$ cat config.mk
export PLATFORM = sky130hd
export DESIGN_NAME = biquad_tdf2_filter_unit
export DESIGN_NICKNAME = d
export VERILOG_FILES = /design/src/hdl/bq_pkg.sv /design/src/hdl/biquad_tdf2_filter_unit.sv
export SDC_FILE = /design/constraint.sdc
export NUM_CORES = 2
export LEC_CHECK = 0
export ABC_AREA = 1
export BUFFER_PORTS_ARGS = -buffer_cell sky130_fd_sc_hd__buf_2
export CAP_MARGIN = 40
export CORE_MARGIN = 5
export CORE_UTILIZATION = 35
export CTS_BUF_LIST = sky130_fd_sc_hd__clkbuf_2
export DETAILED_ROUTE_END_ITERATION = 12
export HOLD_SLACK_MARGIN = 0.05
export RECOVER_POWER = 100
export SLEW_MARGIN = 0
export SYNTH_ARGS = -nofsm -noshare
export SYNTH_HDL_FRONTEND = slang
export SYNTH_SLANG_ARGS = --single-unit
$ cat constraint.sdc
create_clock -name aclk -period 46 [get_ports aclk]
set_input_delay 4.6 -clock aclk [delete_from_list [all_inputs] [get_ports aclk]]
set_output_delay 4.6 -clock aclk [all_outputs]
set_load 0.01 [all_outputs]
$ cat src/hdl/bq_pkg.sv
// Shared constants and types for the biquad filter unit.
// No dependencies.
package bq_pkg;

    localparam int SAMPLE_BITS = 24;
    localparam int COEF_BITS   = 32;
    localparam int STATE_BITS  = 48;
    localparam int COEF_FRAC   = COEF_BITS - 4;
    localparam int STATE_FRAC  = STATE_BITS - SAMPLE_BITS - 2;
    localparam int ALIGN_SHIFT = COEF_FRAC - STATE_FRAC;
    localparam int HI_BITS     = COEF_BITS + 1;
    localparam int PROD_BITS   = HI_BITS + SAMPLE_BITS;
    localparam int ACCY_BITS   = PROD_BITS + 1;
    localparam int ACCD_BITS   = PROD_BITS + 3;
    localparam int RY_BITS     = ACCY_BITS - COEF_FRAC;
    localparam int RD_BITS     = ACCD_BITS - ALIGN_SHIFT;
    localparam int CNT_BITS    = $clog2(SAMPLE_BITS);
    localparam int ADDR_BITS   = 5;

    localparam logic [COEF_BITS-1:0] COEF_ONE = COEF_BITS'(1) << COEF_FRAC;

    typedef enum logic [2:0] {
        REG_B0     = 3'd0,
        REG_B1     = 3'd1,
        REG_B2     = 3'd2,
        REG_A1     = 3'd3,
        REG_A2     = 3'd4,
        REG_BYPASS = 3'd5
    } reg_index_t;

    typedef enum logic [7:0] {
        ST_IDLE = 8'b0000_0001,
        ST_MULX = 8'b0000_0010,
        ST_SUMY = 8'b0000_0100,
        ST_RNDY = 8'b0000_1000,
        ST_MULY = 8'b0001_0000,
        ST_SUMD = 8'b0010_0000,
        ST_RNDD = 8'b0100_0000,
        ST_FIN  = 8'b1000_0000
    } state_t;

endpackage

$ cat src/hdl/biquad_tdf2_filter_unit.sv
// Biquad IIR section, transposed direct form II, with bit-serial multipliers.
// Depends on bq_pkg.
//
// A filtered sample makes two passes through three shift-add multipliers that take one
// multiplier bit per cycle (first the three feed-forward products of x, then the two feedback
// products of y), each pass followed by sums, rounding and saturation. A bypassed sample
// skips the multiplier passes and goes straight to the output stage. One
// sample is in work at a time; a finished result waits in the output register while the
// next sample is accepted.
module biquad_tdf2_filter_unit (
    input  logic        aclk,
    input  logic        aresetn,
    input  logic        s_tvalid,
    output logic        s_tready,
    input  logic [23:0] s_tdata,   // [23:0] sample_in
    input  logic        s_tuser,   // [0] clear_state
    output logic        m_tvalid,
    input  logic        m_tready,
    output logic [23:0] m_tdata,   // [23:0] sample_out
    output logic        m_tuser,   // [0] saturated
    input  logic        psel,
    input  logic        penable,
    input  logic        pwrite,
    input  logic [bq_pkg::ADDR_BITS-1:0] paddr,
    input  logic [31:0] pwdata,
    output logic [31:0] prdata,
    output logic        pready
);

    localparam int SB = bq_pkg::SAMPLE_BITS;
    localparam int CB = bq_pkg::COEF_BITS;
    localparam int DB = bq_pkg::STATE_BITS;
    localparam int HB = bq_pkg::HI_BITS;
    localparam int PB = bq_pkg::PROD_BITS;
    localparam int YB = bq_pkg::ACCY_BITS;
    localparam int AB = bq_pkg::ACCD_BITS;
    localparam int RYB = bq_pkg::RY_BITS;
    localparam int RDB = bq_pkg::RD_BITS;
    localparam int CW = bq_pkg::CNT_BITS;
    localparam int AL = bq_pkg::ALIGN_SHIFT;
    localparam int CF = bq_pkg::COEF_FRAC;

    bq_pkg::state_t state_reg, state_next;

    logic [CB-1:0] b0_reg, b1_reg, b2_reg, a1_reg, a2_reg;
    logic          bypass_reg;
    logic signed [DB-1:0] d1_reg, d2_reg;
    logic [SB-1:0] mult_reg;
    logic [CW-1:0] cnt_reg;
    logic signed [HB-1:0] hi_reg [3];
    logic [SB-1:0] lo_reg [3];
    logic signed [YB-1:0] accy_reg;
    logic signed [AB-1:0] t_reg, acc1_reg, acc2_reg;
    logic signed [PB-1:0] p2_reg;
    logic signed [SB-1:0] y_reg;
    logic          sat_reg;
    logic          m_tvalid_reg;
    logic [SB-1:0] m_tdata_reg;
    logic          m_tuser_reg;

    logic          wr_en;
    logic [2:0]    reg_idx;
    logic          in_xfer, last_step, out_free;
    logic [CB-1:0] coef_sel [3];
    logic signed [HB:0] sum_w [3];
    logic signed [PB-1:0] prod_w [3];
    logic signed [YB-1:0] ry_add;
    logic signed [RYB-1:0] ry;
    logic signed [SB-1:0] y_clip;
    logic          y_ovf;
    logic signed [AB-1:0] rd1_add, rd2_add;
    logic signed [RDB-1:0] rd1, rd2;
    logic signed [DB-1:0] d1_clip, d2_clip;
    logic          d1_ovf, d2_ovf;

    localparam logic signed [RYB-1:0] Y_HI = RYB'((64'sd1 <<< (SB - 1)) - 1);
    localparam logic signed [RYB-1:0] Y_LO = -Y_HI - RYB'(1);
    localparam logic signed [RDB-1:0] D_HI = RDB'((64'sd1 <<< (DB - 1)) - 1);
    localparam logic signed [RDB-1:0] D_LO = -D_HI - RDB'(1);

    assign pready    = 1'b1;
    assign wr_en     = psel & penable & pwrite & pready;
    assign reg_idx   = paddr[4:2];
    assign s_tready  = (state_reg == bq_pkg::ST_IDLE);
    assign in_xfer   = s_tvalid & s_tready;
    assign last_step = (cnt_reg == CW'(SB - 1));
    assign out_free  = ~m_tvalid_reg | m_tready;
    assign m_tvalid  = m_tvalid_reg;
    assign m_tdata   = m_tdata_reg;
    assign m_tuser   = m_tuser_reg;

    always_comb begin
        unique case (reg_idx)
            bq_pkg::REG_B0:     prdata = 32'(b0_reg);
            bq_pkg::REG_B1:     prdata = 32'(b1_reg);
            bq_pkg::REG_B2:     prdata = 32'(b2_reg);
            bq_pkg::REG_A1:     prdata = 32'(a1_reg);
            bq_pkg::REG_A2:     prdata = 32'(a2_reg);
            bq_pkg::REG_BYPASS: prdata = {31'd0, bypass_reg};
            default:            prdata = 32'd0;
        endcase
    end

    always_comb begin
        if (state_reg == bq_pkg::ST_MULY) begin
            coef_sel[0] = a1_reg;
            coef_sel[1] = a2_reg;
            coef_sel[2] = '0;
        end else begin
            coef_sel[0] = b0_reg;
            coef_sel[1] = b1_reg;
            coef_sel[2] = b2_reg;
        end
    end

    // One multiplier bit per cycle; the sign bit of the multiplier has negative weight.
    for (genvar k = 0; k < 3; k++) begin : g_mul
        logic signed [HB:0] addend;
        always_comb begin
            if (!mult_reg[0]) begin
                addend = '0;
            end else if (last_step) begin
                addend = -(HB+1)'($signed(coef_sel[k]));
            end else begin
                addend = (HB+1)'($signed(coef_sel[k]));
            end
            sum_w[k]  = (HB+1)'(hi_reg[k]) + addend;
            prod_w[k] = $signed({hi_reg[k], lo_reg[k]});
        end
    end

    always_comb begin
        ry_add = accy_reg + (YB'(1) <<< (CF - 1));
        ry     = ry_add[YB-1:CF];
        y_ovf  = (ry > Y_HI) || (ry < Y_LO);
        if (ry > Y_HI) begin
            y_clip = Y_HI[SB-1:0];
        end else if (ry < Y_LO) begin
            y_clip = Y_LO[SB-1:0];
        end else begin
            y_clip = ry[SB-1:0];
        end
        rd1_add = acc1_reg + (AB'(1) <<< (AL - 1));
        rd2_add = acc2_reg + (AB'(1) <<< (AL - 1));
        rd1     = rd1_add[AB-1:AL];
        rd2     = rd2_add[AB-1:AL];
        d1_ovf  = (rd1 > D_HI) || (rd1 < D_LO);
        d2_ovf  = (rd2 > D_HI) || (rd2 < D_LO);
        if (rd1 > D_HI) begin
            d1_clip = D_HI[DB-1:0];
        end else if (rd1 < D_LO) begin
            d1_clip = D_LO[DB-1:0];
        end else begin
            d1_clip = rd1[DB-1:0];
        end
        if (rd2 > D_HI) begin
            d2_clip = D_HI[DB-1:0];
        end else if (rd2 < D_LO) begin
            d2_clip = D_LO[DB-1:0];
        end else begin
            d2_clip = rd2[DB-1:0];
        end
    end

    always_comb begin
        state_next = state_reg;
        unique case (state_reg)
            bq_pkg::ST_IDLE: begin
                if (in_xfer) begin
                    state_next = bypass_reg ? bq_pkg::ST_FIN : bq_pkg::ST_MULX;
                end
            end
            bq_pkg::ST_MULX: if (last_step) state_next = bq_pkg::ST_SUMY;
            bq_pkg::ST_SUMY: state_next = bq_pkg::ST_RNDY;
            bq_pkg::ST_RNDY: state_next = bq_pkg::ST_MULY;
            bq_pkg::ST_MULY: if (last_step) state_next = bq_pkg::ST_SUMD;
            bq_pkg::ST_SUMD: state_next = bq_pkg::ST_RNDD;
            bq_pkg::ST_RNDD: state_next = bq_pkg::ST_FIN;
            bq_pkg::ST_FIN:  if (out_free) state_next = bq_pkg::ST_IDLE;
            default:         state_next = bq_pkg::ST_IDLE;
        endcase
    end

    always_ff @(posedge aclk) begin
        if (!aresetn) begin
            state_reg    <= bq_pkg::ST_IDLE;
            b0_reg       <= bq_pkg::COEF_ONE;
            b1_reg       <= '0;
            b2_reg       <= '0;
            a1_reg       <= '0;
            a2_reg       <= '0;
            bypass_reg   <= 1'b1;
            d1_reg       <= '0;
            d2_reg       <= '0;
            m_tvalid_reg <= 1'b0;
            cnt_reg      <= '0;
        end else begin
            state_reg <= state_next;
            if (wr_en) begin
                unique case (reg_idx)
                    bq_pkg::REG_B0:     b0_reg <= pwdata[CB-1:0];
                    bq_pkg::REG_B1:     b1_reg <= pwdata[CB-1:0];
                    bq_pkg::REG_B2:     b2_reg <= pwdata[CB-1:0];
                    bq_pkg::REG_A1:     a1_reg <= pwdata[CB-1:0];
                    bq_pkg::REG_A2:     a2_reg <= pwdata[CB-1:0];
                    bq_pkg::REG_BYPASS: bypass_reg <= pwdata[0];
                    default: ;
                endcase
            end
            if (in_xfer && s_tuser) begin
                d1_reg <= '0;
                d2_reg <= '0;
            end else if (state_reg == bq_pkg::ST_RNDD) begin
                d1_reg <= d1_clip;
                d2_reg <= d2_clip;
            end
            if (state_reg == bq_pkg::ST_MULX || state_reg == bq_pkg::ST_MULY) begin
                cnt_reg <= last_step ? '0 : cnt_reg + CW'(1);
            end
            if (state_reg == bq_pkg::ST_FIN && out_free) begin
                m_tvalid_reg <= 1'b1;
            end else if (m_tready) begin
                m_tvalid_reg <= 1'b0;
            end
        end
    end

    always_ff @(posedge aclk) begin
        unique case (state_reg)
            bq_pkg::ST_IDLE: begin
                mult_reg <= s_tdata;
                y_reg    <= $signed(s_tdata);
                sat_reg  <= 1'b0;
                for (int k = 0; k < 3; k++) begin
                    hi_reg[k] <= '0;
                    lo_reg[k] <= '0;
                end
            end
            bq_pkg::ST_MULX, bq_pkg::ST_MULY: begin
                mult_reg <= {1'b0, mult_reg[SB-1:1]};
                for (int k = 0; k < 3; k++) begin
                    hi_reg[k] <= sum_w[k][HB:1];
                    lo_reg[k] <= {sum_w[k][0], lo_reg[k][SB-1:1]};
                end
            end
            bq_pkg::ST_SUMY: begin
                accy_reg <= YB'(prod_w[0]) + (YB'(d1_reg) <<< AL);
                t_reg    <= AB'(prod_w[1]) + (AB'(d2_reg) <<< AL);
                p2_reg   <= prod_w[2];
            end
            bq_pkg::ST_RNDY: begin
                y_reg    <= y_clip;
                sat_reg  <= y_ovf;
                mult_reg <= y_clip;
                for (int k = 0; k < 3; k++) begin
                    hi_reg[k] <= '0;
                    lo_reg[k] <= '0;
                end
            end
            bq_pkg::ST_SUMD: begin
                acc1_reg <= t_reg - AB'(prod_w[0]);
                acc2_reg <= AB'(p2_reg) - AB'(prod_w[1]);
            end
            bq_pkg::ST_RNDD: begin
                sat_reg <= sat_reg | d1_ovf | d2_ovf;
            end
            bq_pkg::ST_FIN: begin
                if (out_free) begin
                    m_tdata_reg <= y_reg;
                    m_tuser_reg <= sat_reg;
                end
            end
            default: ;
        endcase
    end

`ifndef SYNTH
    a_state_onehot: assert property (@(posedge aclk) disable iff (!aresetn)
        $onehot(state_reg))
        else $error("state register is not one-hot");

    a_one_in_work: assert property (@(posedge aclk) disable iff (!aresetn)
        in_xfer |=> !s_tready)
        else $error("second input transfer taken while a sample is in work");

    a_bypass_path: assert property (@(posedge aclk) disable iff (!aresetn)
        (in_xfer && bypass_reg) |=> (state_reg == bq_pkg::ST_FIN))
        else $error("bypassed sample did not go straight to the output stage");

    a_result_loaded: assert property (@(posedge aclk) disable iff (!aresetn)
        (state_reg == bq_pkg::ST_FIN && out_free) |=> m_tvalid)
        else $error("finished result was not presented");
`endif

endmodule
* Yosys cells after proc, flatten, opt, wreduce, memory -nomap -nowiden *
Memories as Yosys holds them, arrays and structs flattened.
Cells that the tools add are included.

cells by class
  $lt $le $gt $ge = 6
  reduce and logical (&&, ||, !) cells = 21
  bitwise operators = 20
  muxes and demuxes = 44
  equal/unequal tests = 18
  $add $sub $neg = 14

operators by type and width
  operator                                              count
  two-way mux 34 bit                                    6
  two-way mux 33 bit                                    6
  two-way mux 24 bit                                    8
  two-way mux 48 bit                                    4
  case mux 32 bit (6 select lines)                      1
  adder 60 x 7 -> 60 bit, second input constant         2
  adder 57 x 54 -> 58 bit                               2
  > comparator 54 x 48 -> 1 bit, second input constant  2
  < comparator 54 x 48 -> 1 bit, second input constant  2
  adder 33 x 34 -> 34 bit                               3
  negation 32 -> 34 bit                                 3
  two-way mux 96 bit                                    1
  case mux 24 bit (3 select lines)                      1
  case mux 8 bit (8 select lines)                       1
  subtractor 60 x 57 -> 60 bit                          1
  adder 58 x 29 -> 58 bit, second input constant        1
  subtractor 57 x 57 -> 58 bit                          1
  case mux 24 bit (2 select lines)                      1
  two-way mux 8 bit                                     5
  > comparator 30 x 24 -> 1 bit, second input constant  1
  < comparator 30 x 24 -> 1 bit, second input constant  1
  OR 1 bit                                              15
  AND reduction 2 bit                                   7
  equality test 8 x 1 -> 1 bit, second input constant   1
  26 further kinds                                      47

word-level totals
  output and inout bits = 60
  word-level logic and storage cells = 146
  input bits = 69
  memories kept = 2
  flip-flop bits (word level) = 640
  memory bits (writable) = 171

memory list
  name    depth  bits a word  rd ports  clocked after memory_dff  write ports  line                           source
  hi_reg  3      33           3         0                         3            biquad_tdf2_filter_unit.sv:50  logic signed [HB-1:0] hi_reg [3];
  lo_reg  3      24           3         0                         3            biquad_tdf2_filter_unit.sv:51  logic [SB-1:0] lo_reg [3];

* Logic depth before layout (Yosys ltp) *
  depth after elaboration = 8
  depth in mapped cells = 30
  gate-level depth less buffers = 29

* Worst setup path before layout *
Ideal clock, no wire load.

  path kind = register to register
  from = reg state_reg[4]
  to = reg accy_reg[27], enable pin
  setup time = 1016 ps
  clock period less this slack = 15607 ps
  arrival time = 14591 ps
  slack = 30393 ps
  stages on the path, launching flop included = 6
  data required time = 44984 ps
  path buffers = 0
  cells stage by stage = dfxtp_1 > nor2_1 > inv_1 > nor2_1 > inv_2 > nor4_1

between the ends
  word-level cells in the longest chain between the ends = 1

RTL lines
  item                          line                            source
  start, declared               biquad_tdf2_filter_unit.sv:43   bq_pkg::state_t state_reg, state_next;
  start signal, assigned        biquad_tdf2_filter_unit.sv:186  state_reg <= bq_pkg::ST_IDLE;
  start signal, assigned        biquad_tdf2_filter_unit.sv:198  state_reg <= state_next;
  equality test 8 x 3 -> 1 bit  biquad_tdf2_filter_unit.sv:229  unique case (state_reg)
  end signal, assigned          biquad_tdf2_filter_unit.sv:247  accy_reg <= YB'(prod_w[0]) + (YB'(d1_reg) <<< AL);
  end, declared                 biquad_tdf2_filter_unit.sv:52   logic signed [YB-1:0] accy_reg;

Every way passes these cells.
A chain may end at the register's enable or synchronous reset.

==> impl_metrics.env <==
export IMPL_async_flop_share_pct=0
export IMPL_cts_tree="yes"
export IMPL_pre_cts_slack_ns=35.02
export IMPL_drcViolationCount=0
export IMPL_dpl_cell_count=9452
export IMPL_yosysMostFrequentCell="nand2_1"
export IMPL_skew_ns=0.201
export IMPL_fin_cells=9839
export IMPL_crit_fanout=82
export IMPL_clock_latency_ns=1.70
export IMPL_cp_common_cell="clkbuf_1"
export IMPL_drt_iter0_drc=4116
export IMPL_ys_warnings_count=0
export IMPL_critPathMaxStageDelay_ns=3.23
export IMPL_syn_num_nets=7815
export IMPL_post_cts_resized=0
export IMPL_syn_area_per_cell_sq_um=7.35
export IMPL_critPathSlowestCell="nand2_1"
export IMPL_hold_viol_final=0
export IMPL_min_period_ns=19.05
export IMPL_synthTopCellsByCount="nand2_1 (1414), inv_1 (937), nor2_1 (907), a21oi_1 (817), o21ai_0 (612)"
export IMPL_final_max_slew_viol_count=1231
export IMPL_layout_drive_gt1_share_pct=6.59
export IMPL_antenna_left=0
export IMPL_synth_seq_cells=770
export IMPL_synth_flop_cell="edfxtp_1"
export IMPL_io_pins=129
export IMPL_hpwl_mm=145
export IMPL_post_route_period_util_pct=41.4
export IMPL_netlist_area_sq_um=54500
export IMPL_status="complete, but fails checks"
export IMPL_path_cells="inv_1 > nand2_1 > nor2_8 > clkbuf_1 > nand2_1 > inv_1 > nor2_4 > clkbuf_1 > inv_1 > nor2_1 > nand2_1 > clkbuf_1 > clkbuf_1 > clkbuf_1 > clkbuf_1"
export IMPL_grt_pass1_vias=48900
export IMPL_cts_root_buf="clkbuf_2"
export IMPL_cap_violations=21
export IMPL_met2_length_mm=85.5
export IMPL_yosys_area_top_type_share_pct=27.5
export IMPL_cts_buffers=207
export IMPL_cts_setup_buffers=0
export IMPL_cellPowerDensity_nw_per_um2=46.6
export IMPL_fp_coreArea_sq_um=155000
export IMPL_grtUsageTotal_pct=21.8
export IMPL_port_buffers=125
export IMPL_placed_area_sq_um=57400
export IMPL_routed_via_count=51600
export IMPL_synthCells=7422
export IMPL_cts_sinks=770
export IMPL_required_ns=47.04
export IMPL_synth_edff_count=499
export IMPL_max_freq_ghz=0.0525
export IMPL_tns_ns=0
export IMPL_dr_wl_met3_mm=11.7
export IMPL_start_util_pct=35.3
export IMPL_p_leak_uw=0.0252
export IMPL_vias_per_cell=5.24
export IMPL_yosys_top_cells_area="edfxtp_1 (27%), dfxtp_1 (9.9%), nand2_1 (9.7%)"
export IMPL_wire_per_inst_um=18.8
export IMPL_fp_dieArea_sq_um=164000
export IMPL_antenna_found_initial=7
export IMPL_clk_pin_slew_worst_paths_ns=0.09
export IMPL_rows=144
export IMPL_grt_pass1_wl_mm=279
export IMPL_ctsHoldBuffers=0
export IMPL_cp_arrival_ns=20.09
export IMPL_yosys_area_top_type="edfxtp_1"
export IMPL_largest_register_ffs=99
export IMPL_wirelength_mm=185
export IMPL_worstMarginPinSlew_ns=3.85
export IMPL_setup_viol=0
export IMPL_synth_distinct_cells=65
export IMPL_rsz0062_at_grt="false"
export IMPL_fin_ws_ns=26.95
export IMPL_drt_pass1_iterations=8
export IMPL_worstSetupStartpointType="flop"
export IMPL_violations="max-capacitance violations, max-slew violations"
export IMPL_crit_type="reg -> reg"
export IMPL_final_nets=8010
export IMPL_die_h_um=405
export IMPL_ir_drop_mv=0.0340
export IMPL_hold_class="reg -> reg"
export IMPL_slew_headroom_pct=-157
export IMPL_cts_buffer_depth=3
export IMPL_htreeDepth=4
export IMPL_die_w_um=405
export IMPL_gp_congestion=0.954
export IMPL_area_growth_pct=8.09
export IMPL_critPathCaptureType="flop"
export IMPL_yosysSeqAreaShare_pct=37.4
export IMPL_wl_met1_mm=79.5
export IMPL_highest_layer="met5"
export IMPL_overflow=0
export IMPL_final_area_sq_um=59000
export IMPL_grt_max_degree=104
-- cells by family (layout without fill, tap and decap cells) --
group	Yosys count	after routing	share of synthesized area (%)
and+or+nand+nor	3075	3075	23.9
AOI/OAI and AO/OA	1834	1834	18.6
buffers and inverters	1150	1514	8.32
DFF	770	770	37.4
adders and majority gates	324	324	7.49
xor gates and xnor gates	268	268	4.30
other	1	10	0.00687
-- layer usage --
layer,vias to the layer above,GRT usage (%)
met4,2,9.59
met1,23700,28.1
li1,25700,-
met2,1729,36.1
met3,379,3.55
met5,-,0
-- final timing paths --
kind | from | endpoint | slack, ns | depth (start not counted)
hold reg to reg | lo_reg[0][52]$_SDFFCE_PP0P_ | p2_reg[4]$_DFFE_PP_ | 0.36 | 0
setup reg to reg | state_reg[1]$_SDFFE_PN0P_ | lo_reg[0][58]$_SDFFCE_PP0P_ | 26.95 | 15
setup / recovery | state_reg[1]$_SDFFE_PN0P_ | lo_reg[0][58]$_SDFFCE_PP0P_ | 26.95 | 15
hold / removal | lo_reg[0][52]$_SDFFCE_PP0P_ | p2_reg[4]$_DFFE_PP_ | 0.36 | 0
-- stage by stage --
step	hold slack, ns	total power, uW	utilization [%]
floorplan	0.400	1850	-
global placement	0.401	2220	37.0
detailed placement	0.405	2250	37.1
CTS	0.343	2770	38.4
global route	0.354	2940	38.1
finish	0.362	2750	38.1
-- layout by cell type (no fill, tap or decap), types with 11 or more instances in the layout --
cell,count
nand2_1,1417
inv_1,942
nor2_1,906
a21oi_1,817
o21ai_0,613
edfxtp_1,499
nand3_1,362
ha_1,320
clkbuf_2,303
dfxtp_1,271
xor2_1,179
nor3_1,156
clkbuf_1,93
xnor2_1,89
nand4_1,77
o21bai_1,64
buf_2,64
a31oi_1,60
a21o_1,59
clkinv_1,54
nor4_1,41
o21a_1,38
o221ai_1,35
o22ai_1,31
nand3b_1,23
a21boi_0,22
o211ai_1,19
or2_2,17
inv_2,16
nor2_2,16
nand2_2,16
a22oi_1,15
buf_4,15
a221oi_1,14
a211oi_1,12
clkinv_2,11
-- cell type report --
type / count / area [sq um]
Antenna cell: 9 / 22.5
Clock buffer: 303 / 1520
Clock inverter: 75 / 435
Fill cell: 16600 / 95600
Inverter: 962 / 3610
Multi-Input combinational cell: 5502 / 29600
Sequential cell: 770 / 20400
Tap cell: 2044 / 2560
Timing Repair Buffer: 174 / 830
-- worst max-delay path: cells and delay by family (launching register included) --
kind | cells | cell delay [ns]
buffers and inverters | 9 | 13.66
AND/OR/NAND/NOR | 6 | 4.17
flip-flops | 1 | 0.33
-- power by group --
| group | switching (uW) | internal (uW) | leakage, uW |
|---|---|---|---|
| logic | 826 | 342 | 0.0167 |
| clock network | 315 | 192 | 0.00147 |
| registers | 121 | 953 | 0.00696 |
| total | 1260 | 1490 | 0.0252 |
(Power assumes the default switching activity.)
